File: src/design/tsseq_pkg.sv
`timescale 1ns / 1ps
// -----------------------------------------------------------------------------
// tsseq_pkg: shared types and codes of the timed step sequencer
// Command, status and timeout action codes, the packed request and response
// layouts and the layout of one stored step entry.
// -----------------------------------------------------------------------------
package tsseq_pkg;

   // Table size and field widths
   localparam int DEF_MAX_STEPS = 16;
   localparam int SLOT_SPAN     = 16;   // entries a 4-bit slot can address
   localparam int INDEX_W       = 5;
   localparam int CMD_W         = 3;
   localparam int STATUS_W      = 3;
   localparam int TIME_W        = 32;
   localparam int TICK_W        = 16;
   localparam int RETRY_W       = 8;
   localparam int ID_W          = 15;
   localparam int CUR_ID_W      = 16;

   // Command codes
   localparam logic [CMD_W-1:0] CMD_LOAD   = 3'd0;
   localparam logic [CMD_W-1:0] CMD_START  = 3'd1;
   localparam logic [CMD_W-1:0] CMD_PAUSE  = 3'd2;
   localparam logic [CMD_W-1:0] CMD_RESUME = 3'd3;
   localparam logic [CMD_W-1:0] CMD_ABORT  = 3'd4;
   localparam logic [CMD_W-1:0] CMD_TICK   = 3'd5;

   // Mission status codes
   localparam logic [STATUS_W-1:0] ST_IDLE      = 3'd0;
   localparam logic [STATUS_W-1:0] ST_RUNNING   = 3'd1;
   localparam logic [STATUS_W-1:0] ST_PAUSED    = 3'd2;
   localparam logic [STATUS_W-1:0] ST_COMPLETED = 3'd3;
   localparam logic [STATUS_W-1:0] ST_ABORTED   = 3'd4;
   localparam logic [STATUS_W-1:0] ST_FAILED    = 3'd5;

   // Timeout actions (the unused code behaves as abort)
   localparam logic [1:0] ACT_ABORT   = 2'd0;
   localparam logic [1:0] ACT_PROCEED = 2'd1;
   localparam logic [1:0] ACT_RETRY   = 2'd2;

   // No current step
   localparam logic [CUR_ID_W-1:0] ID_NONE = 16'hFFFF;

   // Request payload, first field in the low bits (112 bits)
   typedef struct packed {
      logic                completion_met;
      logic [TICK_W-1:0]   tick_ms;
      logic [RETRY_W-1:0]  retry_limit;
      logic [1:0]          timeout_action;
      logic [TIME_W-1:0]   timeout_ms;
      logic [TIME_W-1:0]   duration_ms;
      logic                completion_mode;
      logic                step_enabled;
      logic [ID_W-1:0]     step_id;
      logic [3:0]          step_slot;
   } req_data_type;

   // Response payload, first field in the low bits (97 bits + 7 pad)
   typedef struct packed {
      logic [6:0]          pad;
      logic                evaluator_reset;
      logic [TIME_W-1:0]   total_time_ms;
      logic [TIME_W-1:0]   step_time_ms;
      logic [RETRY_W-1:0]  retries_used;
      logic [CUR_ID_W-1:0] current_id;
      logic [INDEX_W-1:0]  current_index;
      logic [STATUS_W-1:0] status;
   } rsp_data_type;

   // One step table entry
   typedef struct packed {
      logic [RETRY_W-1:0]  retry_limit;
      logic [1:0]          timeout_action;
      logic                completion_mode;
      logic                step_enabled;
      logic [ID_W-1:0]     step_id;
      logic [TIME_W-1:0]   timeout_ms;
      logic [TIME_W-1:0]   duration_ms;
   } step_entry_type;

endpackage

File: src/design/timed_step_sequencer.sv
`timescale 1ns / 1ps
// -----------------------------------------------------------------------------
// timed_step_sequencer: mission step sequencer
// Every request (load step, start, pause, resume, abort, tick) returns one
// response with the mission state after that request. Requests are taken one
// per cycle; each passes an input register, one stage of logic and a response
// register before its response is presented.
// Throughput is one request per cycle and drops only when rsp_tready is low.
// The step table holds min(MAX_STEPS, 16) entries in flip-flops; an entry
// must be loaded before the mission reaches it. The user must write step_count
// on the csr port only while no request is in flight; this is not enforced.
// -----------------------------------------------------------------------------
module timed_step_sequencer
   import tsseq_pkg::*;
#(
   parameter int MAX_STEPS = DEF_MAX_STEPS
) (
   input  logic                clock,
   input  logic                reset,
   // request channel
   input  logic                req_tvalid,
   output logic                req_tready,
   // tuser: command[2:0]
   input  logic [CMD_W-1:0]    req_tuser,
   // tdata: step_slot[3:0], step_id[18:4], step_enabled[19], completion_mode[20],
   //        duration_ms[52:21], timeout_ms[84:53], timeout_action[86:85],
   //        retry_limit[94:87], tick_ms[110:95], completion_met[111]
   input  logic [111:0]        req_tdata,
   // response channel
   output logic                rsp_tvalid,
   input  logic                rsp_tready,
   // tdata: status[2:0], current_index[7:3], current_id[23:8],
   //        retries_used[31:24], step_time_ms[63:32], total_time_ms[95:64],
   //        evaluator_reset[96], zero pad[103:97]
   output logic [103:0]        rsp_tdata,
   // step_count register write
   input  logic                csr_valid,
   output logic                csr_ready,
   input  logic [INDEX_W-1:0]  csr_data
);

   // Table depth: only 16 slots are addressable by a load
   localparam int TBL_DEPTH = (MAX_STEPS < SLOT_SPAN) ? MAX_STEPS : SLOT_SPAN;
   localparam int TBL_AW    = (TBL_DEPTH > 1) ? $clog2(TBL_DEPTH) : 1;
   localparam int CNT_CAP   = (MAX_STEPS < 31) ? MAX_STEPS : 31;
   localparam logic [INDEX_W-1:0] TBL_DEPTH_V = INDEX_W'(TBL_DEPTH);
   localparam logic [INDEX_W-1:0] CNT_CAP_V   = INDEX_W'(CNT_CAP);

   // Pipeline control
   logic                 in_valid_ff;
   logic [CMD_W-1:0]     in_cmd_ff;
   req_data_type         in_data_ff;
   logic                 rsp_valid_ff;
   rsp_data_type         rsp_data_ff;
   logic                 advance;
   logic                 proc;

   // Mission state
   logic [INDEX_W-1:0]   step_count_ff;
   logic [STATUS_W-1:0]  status_ff, status_in;
   logic [INDEX_W-1:0]   index_ff, index_in;
   logic [TIME_W-1:0]    step_ms_ff, step_ms_in;
   logic [TIME_W-1:0]    total_ms_ff, total_ms_in;
   logic [RETRY_W-1:0]   retry_ff, retry_in;
   step_entry_type       cur_ff, cur_in;   // copy of the entry at index_ff
   step_entry_type       tbl_mem [TBL_DEPTH];

   // Next-state helpers
   logic [INDEX_W-1:0]   eff_count;
   logic [TIME_W:0]      step_sum_w, total_sum_w;
   logic [TIME_W-1:0]    step_sum, total_sum;
   logic [INDEX_W-1:0]   next_idx;
   logic                 take_next;
   logic                 ev_reset;
   logic                 step_done;
   logic                 slot_ok;
   logic                 load_hit;
   step_entry_type       load_entry;
   step_entry_type       tbl_rd;
   logic [CUR_ID_W-1:0]  cur_id;

   // Handshakes
   assign advance    = !rsp_valid_ff || rsp_tready;
   assign req_tready = !in_valid_ff || advance;
   assign proc       = in_valid_ff && advance;
   assign csr_ready  = 1'b1;
   assign rsp_tvalid = rsp_valid_ff;
   assign rsp_tdata  = rsp_data_ff;

   // Input register
   always_ff @(posedge clock) begin
      if (reset) begin
         in_valid_ff <= 1'b0;
      end else if (req_tready) begin
         in_valid_ff <= req_tvalid;
      end
      if (req_tvalid && req_tready) begin
         in_cmd_ff  <= req_tuser;
         in_data_ff <= req_data_type'(req_tdata);
      end
   end

   // Configuration register
   always_ff @(posedge clock) begin
      if (reset) begin
         step_count_ff <= '0;
      end else if (csr_valid && csr_ready) begin
         step_count_ff <= csr_data;
      end
   end

   // Effective count, saturating timers, load entry
   always_comb begin
      eff_count   = (step_count_ff > CNT_CAP_V) ? CNT_CAP_V : step_count_ff;
      step_sum_w  = {1'b0, step_ms_ff} + {{(TIME_W + 1 - TICK_W){1'b0}}, in_data_ff.tick_ms};
      total_sum_w = {1'b0, total_ms_ff} + {{(TIME_W + 1 - TICK_W){1'b0}}, in_data_ff.tick_ms};
      step_sum    = step_sum_w[TIME_W] ? '1 : step_sum_w[TIME_W-1:0];
      total_sum   = total_sum_w[TIME_W] ? '1 : total_sum_w[TIME_W-1:0];
      next_idx    = index_ff + 1'b1;
      step_done   = cur_ff.completion_mode ? in_data_ff.completion_met
                                           : (step_sum >= cur_ff.duration_ms);
      slot_ok     = {1'b0, in_data_ff.step_slot} < TBL_DEPTH_V;
      load_entry.retry_limit     = in_data_ff.retry_limit;
      load_entry.timeout_action  = in_data_ff.timeout_action;
      load_entry.completion_mode = in_data_ff.completion_mode;
      load_entry.step_enabled    = in_data_ff.step_enabled;
      load_entry.step_id         = in_data_ff.step_id;
      load_entry.timeout_ms      = in_data_ff.timeout_ms;
      load_entry.duration_ms     = in_data_ff.duration_ms;
   end

   // Command decode and step rules
   always_comb begin
      status_in   = status_ff;
      index_in    = index_ff;
      step_ms_in  = step_ms_ff;
      total_ms_in = total_ms_ff;
      retry_in    = retry_ff;
      ev_reset    = 1'b0;
      take_next   = 1'b0;
      unique case (in_cmd_ff)
         CMD_LOAD: begin
            status_in = status_ff;
         end
         CMD_START: begin
            if (eff_count == '0) begin
               status_in = ST_FAILED;
            end else begin
               status_in   = ST_RUNNING;
               index_in    = '0;
               step_ms_in  = '0;
               total_ms_in = '0;
               retry_in    = '0;
               ev_reset    = 1'b1;
            end
         end
         CMD_PAUSE: begin
            if (status_ff == ST_RUNNING) status_in = ST_PAUSED;
         end
         CMD_RESUME: begin
            if (status_ff == ST_PAUSED) status_in = ST_RUNNING;
         end
         CMD_ABORT: begin
            status_in = ST_ABORTED;
         end
         CMD_TICK: begin
            if (status_ff == ST_RUNNING && eff_count != '0) begin
               total_ms_in = total_sum;
               step_ms_in  = step_sum;
               if (index_ff >= eff_count) begin
                  // count lowered under a running mission
                  status_in = ST_COMPLETED;
               end else if (!cur_ff.step_enabled) begin
                  take_next = 1'b1;
               end else if (step_sum > cur_ff.timeout_ms) begin
                  if (cur_ff.timeout_action == ACT_PROCEED) begin
                     take_next = 1'b1;
                  end else if (cur_ff.timeout_action == ACT_RETRY &&
                               retry_ff < cur_ff.retry_limit) begin
                     retry_in   = retry_ff + 1'b1;
                     step_ms_in = '0;
                     ev_reset   = 1'b1;
                  end else begin
                     status_in = ST_ABORTED;
                  end
               end else if (step_done) begin
                  take_next = 1'b1;
               end
            end
         end
         default: begin
            status_in = status_ff;
         end
      endcase

      // Advance to the following step, or finish the mission
      if (take_next) begin
         index_in = next_idx;
         if (next_idx >= eff_count) begin
            status_in = ST_COMPLETED;
         end else begin
            step_ms_in = '0;
            retry_in   = '0;
            ev_reset   = 1'b1;
         end
      end
   end

   // Entry of the new current step, with bypass of a load in this request
   always_comb begin
      tbl_rd   = (index_in < TBL_DEPTH_V) ? tbl_mem[index_in[TBL_AW-1:0]] : '0;
      load_hit = (in_cmd_ff == CMD_LOAD) && slot_ok &&
                 ({1'b0, in_data_ff.step_slot} == index_in);
      cur_in   = load_hit ? load_entry : tbl_rd;
      cur_id   = (index_in < eff_count) ? {1'b0, cur_in.step_id} : ID_NONE;
   end

   // Step table
   always_ff @(posedge clock) begin
      if (proc && in_cmd_ff == CMD_LOAD && slot_ok) begin
         tbl_mem[in_data_ff.step_slot[TBL_AW-1:0]] <= load_entry;
      end
   end

   // Mission state registers
   always_ff @(posedge clock) begin
      if (reset) begin
         status_ff   <= ST_IDLE;
         index_ff    <= '0;
         step_ms_ff  <= '0;
         total_ms_ff <= '0;
         retry_ff    <= '0;
      end else if (proc) begin
         status_ff   <= status_in;
         index_ff    <= index_in;
         step_ms_ff  <= step_ms_in;
         total_ms_ff <= total_ms_in;
         retry_ff    <= retry_in;
      end
      if (proc) begin
         cur_ff <= cur_in;
      end
   end

   // Response register
   always_ff @(posedge clock) begin
      if (reset) begin
         rsp_valid_ff <= 1'b0;
      end else if (advance) begin
         rsp_valid_ff <= in_valid_ff;
      end
      if (proc) begin
         rsp_data_ff.pad             <= '0;
         rsp_data_ff.evaluator_reset <= ev_reset;
         rsp_data_ff.total_time_ms   <= total_ms_in;
         rsp_data_ff.step_time_ms    <= step_ms_in;
         rsp_data_ff.retries_used    <= retry_in;
         rsp_data_ff.current_id      <= cur_id;
         rsp_data_ff.current_index   <= index_in;
         rsp_data_ff.status          <= status_in;
      end
   end

endmodule

File: config.mk
export PLATFORM = sky130hd
export DESIGN_NAME = timed_step_sequencer
export DESIGN_NICKNAME = d
export VERILOG_FILES = /design/src/design/tsseq_pkg.sv /design/src/design/timed_step_sequencer.sv
export SDC_FILE = /design/constraint.sdc
export NUM_CORES = 2
export LEC_CHECK = 0
export BUFFER_PORTS_ARGS = -buffer_cell sky130_fd_sc_hd__buf_2
export CAP_MARGIN = 20
export CELL_PAD_IN_SITES_DETAIL_PLACEMENT = 1
export CELL_PAD_IN_SITES_GLOBAL_PLACEMENT = 2
export CORE_MARGIN = 2
export CORE_UTILIZATION = 25
export CTS_BUF_LIST = sky130_fd_sc_hd__clkbuf_8
export DETAILED_ROUTE_END_ITERATION = 6
export GPL_ROUTABILITY_DRIVEN = 0
export GPL_TIMING_DRIVEN = 0
export HOLD_SLACK_MARGIN = 0.03
export PLACE_DENSITY = 0.49
export SLEW_MARGIN = 40
export SYNTH_ARGS = -nofsm -noshare
export SYNTH_HDL_FRONTEND = slang
export SYNTH_SLANG_ARGS = --single-unit
File: constraint.sdc
create_clock -name clock -period 10.2 [get_ports clock]
set_input_delay 2.04 -clock clock [delete_from_list [all_inputs] [get_ports clock]]
set_output_delay 2.04 -clock clock [all_outputs]
set_load 0.01 [all_outputs]
==> key figures <==
Pwr
  – Int Pwr: between 10 and 15 mW
  – PD cells: roughly 180 nW/um^2
  – Worst IR drop on VDD: between 80 and 90 uV
  – Sequential share of power: 0.533
  – Leak: a little over 30 nW
  – Net Sw Frac: 0.247
  – Switch Pwr: ~3.9 mW
  – Clock share of power: 0.425
  – Comb power frac: 0.042

Place
  – I/O Buffers: around 220
  – Final HPWL DP: slightly below 200000 um
  – Placed Cells: around 9600
  – Pre-CTS WS: -1.09 ns
  – Area after DPL: between 80000 and 90000 sq um

Synth
  – Syn avg cell area: between 10 and 15 sq um
  – Synth Register Bits: approximately 1800
  – Number of flops mapped to enable cells by yosys: 1744
  – Synth warn: 0
  – Synth Cell Area: roughly 75000 sq um
  – Sequential share of the synthesized area: 0.724
  – Library cells used by synthesis: 79
  – Async SR Flop Fraction: 0
  – Most used DFF post-synth: edfxtp_1
  – Post-Syn Instances: around 5200

Cells and area
  – Fraction of layout cells with a size suffix above 1: 0.172
  – Finished Cell Area: about 90000 sq um
  – Fin cells: a little over 10000
  – Area delta synth->final: 20.8%
  – Register area: about 54000 sq um
  – Filler cell count in the final layout: roughly 32000
  – Final #Nets: between 6000 and 7000
  – Util after Layout: 0.304
  – Area of the multi-input gates: approximately 19000 sq um

Floorplan
  – Die Area: around 300000 sq um
  – Num rows: 200
  – Chip Height: ~550 um
  – Io pins: between 200 and 250
  – Die Wd: 551 um
  – Core area: 297000 sq um
  – Initial Util: 0.251

Clock tree
  – # hold bufs at CTS: 0
  – Clk Latency, worst-skew pair: between 1 and 1.5 ns
  – Worst-path clk slew: 0.06 ns
  – Root buf cell: clkbuf_8
  – Clock sink count: 1831
  – CTS buffer count: ~350
  – CTS tree: yes
  – Clock tree buffer depth: 4
  – H-tree levels: 5

Min path
  – Worst hold path class: flop to flop

Setup path
  – R2r setup slk: about 0.57 ns
  – CP Launch Type: flop
  – RR Endpoint: cur_ff[54]$_DFFE_PP_
  – Slowest cell on crit path: nor4_1
  – Critical Path Sink: cur_ff[54]$_DFFE_PP_
  – Worst setup EP type: flop
  – CP startpoint: in_data_ff[95]$_DFFE_PP_
  – WS Path Type: flop to flop
  – CP Data Required Time: 10.92 ns
  – Crit path DAT: around 10 ns
  – R2r startpoint: in_data_ff[95]$_DFFE_PP_
  – Slowest cell delay on critical path: between 0.6 and 0.7 ns
  – Crit-path max FO: 10
  – R2R cell count: 29

Timing
  – Fin Setup TNS: 0 ns
  – Worst slew pin tran: around 0.95 ns
  – Worst Skew: 0.0835 ns
  – Slew HR: 0.364
  – RSZ-0062 raised after global routing: no
  – Final hold violation count: 0
  – Final setup margin: between 0.5 and 0.6 ns
  – Final worst-path cycle share: 0.944
  – Pins Over Slew Limit: 0
  – Max Clk Rate: roughly 100 MHz
  – Final number of setup-violating endpoints: 0
  – Post-layout min period: approximately 9.6 ns

Global route
  – Total congestion overflow: 0
  – Gr usage total: 0.180
  – Global-route wire length before repair: between 300000 and 400000 um
  – Antenna violations before repair: 27
  – Number of global-route vias before repair: between 50000 and 60000
  – Largest net degree at the start of global routing: 45

Route
  – Top sig layer: met5
  – Post-DR wirelength/cell: about 27 um
  – DRT antenna net count: 0
  – Routed wl met2: around 130000 um
  – Via/cell ratio: around 4.7
  – WL met1: ~130000 um
  – Pre-antenna DRT Iters: 5
  – Initial DRC Count: roughly 3100
  – Met3 WL: between 10000 and 15000 um
  – Post-Route WL: approximately 280000 um
  – Vias: between 40000 and 50000
  – # DRC: 0

Run
  – Max cap viols: 0

Run status
  – Status: finished clean
-- worst max-delay path, delay by kind of cell (launching register included) --
kind / cells / cell delay [ns]
simple gates: 8 / 2.75
compound gates: 12 / 2.67
buf+inv: 5 / 1.66
fa+ha+maj: 3 / 1.06
mux: 1 / 0.62
flops: 1 / 0.49
-- layout make-up --
cell class | instances | share of cell area
Antenna cell | 7 | 0.000194
Clock inverter | 259 | 0.0158
Timing Repair Buffer | 416 | 0.0441
Clock buffer | 357 | 0.0544
Sequential cell | 1831 | 0.599
Multi-Input combinational cell | 2954 | 0.208
Buffer | 329 | 0.0194
Tap cell | 3939 | 0.0545
Inverter | 103 | 0.00435
-- sequential cells by signal, summed over array words and instances (netlist names) --
| signal | cells |
|---|---|
| in_data_ff | 112 |
| in_valid_ff | 1 |
| status_ff | 3 |
| retry_ff | 8 |
| rsp_tvalid | 1 |
| rsp_tdata | 97 |
| step_count_ff | 5 |
| index_ff | 5 |
| step_ms_ff | 32 |
| tbl_mem | 1456 |
| total_ms_ff | 32 |
| cur_ff | 76 |
| in_cmd_ff | 3 |
-- synth_stat cells, drive strengths merged (11+ instances only) --
cell type | n | area [sq um]
nor2b | 17 | 106
inv | 102 | 388
xor2 | 13 | 114
nor2 | 158 | 596
a221oi | 303 | 2660
a22o | 43 | 377
buf | 151 | 1020
a32oi | 14 | 123
a211oi | 17 | 128
and3 | 13 | 81.3
clkbuf | 179 | 672
nand2b | 22 | 138
nand3 | 53 | 265
nand4 | 17 | 106
nor3 | 23 | 115
xnor2 | 27 | 236
dfxtp | 87 | 1740
and2 | 18 | 113
a21oi | 513 | 2570
o21ai | 173 | 873
nand2 | 752 | 2820
and4 | 11 | 96.3
edfxtp | 1744 | 52400
ha | 119 | 1490
a22oi | 25 | 188
o211ai | 30 | 239
o22ai | 18 | 113
a21o | 26 | 195
nor4 | 80 | 500
mux2i | 325 | 3260
a31oi | 48 | 300
-- cell families (layout without fill, tap and decap cells) --
group	after synthesis	in the layout	share of synthesized area
DFF	1831	1831	0.724
AOI/OAI and AO/OA	1268	1268	0.110
and+or+nand+nor	1186	1186	0.0681
buffers and inverters	433	1464	0.0278
muxes	331	331	0.0446
adders and majority gates	121	121	0.0205
xor gates and xnor gates	40	40	0.00469
other	2	15	0.000100
-- worst min-delay path by stage --
stage                                start                           to  slack (ns)  cells past startpoint
2_1_floorplan  step_ms_ff[10]$_SDFFE_PP0P_  step_ms_ff[10]$_SDFFE_PP0P_        0.45                      2
3_3_place_gp    step_ms_ff[2]$_SDFFE_PP0P_   step_ms_ff[2]$_SDFFE_PP0P_        0.47                      2
3_5_place_dp    step_ms_ff[2]$_SDFFE_PP0P_   step_ms_ff[2]$_SDFFE_PP0P_        0.48                      2
4_1_cts         step_ms_ff[2]$_SDFFE_PP0P_   step_ms_ff[2]$_SDFFE_PP0P_        0.49                      2
5_1_grt         step_ms_ff[2]$_SDFFE_PP0P_   step_ms_ff[2]$_SDFFE_PP0P_        0.51                      2
6_report       step_ms_ff[13]$_SDFFE_PP0P_  step_ms_ff[13]$_SDFFE_PP0P_        0.49                      2
-- stage by stage --
step | hold WS [ns] | power, mW
after floorplan | 0.451 | 8.87
after global placement | 0.468 | 9.27
after detailed placement | 0.480 | 9.29
after CTS | 0.488 | 16.2
after global routing | 0.509 | 16.5
final | 0.488 | 15.9
-- metal layers --
layer / vias to the layer above / track usage
li1: 21800 / -
met1: 24900 / 0.242
met2: 1251 / 0.299
met3: 364 / 0.0276
met4: 2 / 0.0506
met5: - / 0
-- power groups by stage --
stage / registers [mW] / clock network [mW] / logic (mW)
6_report: 8.46 / 6.76 / 0.664
5_1_grt: 8.47 / 7.31 / 0.722
4_1_cts: 8.46 / 7.03 / 0.677
3_5_place_dp: 8.62 / 0 / 0.672
3_3_place_gp: 8.63 / 0 / 0.640
2_1_floorplan: 8.56 / 0 / 0.310
-- cell usage in the layout, fill, tap and decap left out, types with 18 or more instances in the layout --
cell	instances
clkinv_2	31
nand3_1	53
nor2_1	140
xnor2_1	27
dfxtp_1	87
mux2i_1	324
buf_16	46
a22oi_1	25
edfxtp_1	1744
a22o_1	43
nand2b_1	21
buf_6	36
inv_1	220
clkbuf_1	144
nor4_1	80
a221oi_1	302
a21o_1	26
a21oi_1	511
o211ai_1	29
clkbuf_8	357
buf_8	57
buf_2	319
a31oi_1	47
clkbuf_2	33
o21ai_1	79
o21ai_0	89
buf_4	84
nor3_1	18
nand2_1	740
ha_1	119
clkinv_1	77
o22ai_1	18
-- repair_timing --
item                       CTS  global route
pin swaps                    0             1
hold endpoints to repair     0             0
setup endpoints to repair   92            81
gates cloned                 0             0
setup buffers                0             1
gates resized for setup     13            19
(Power assumes the default switching activity.)
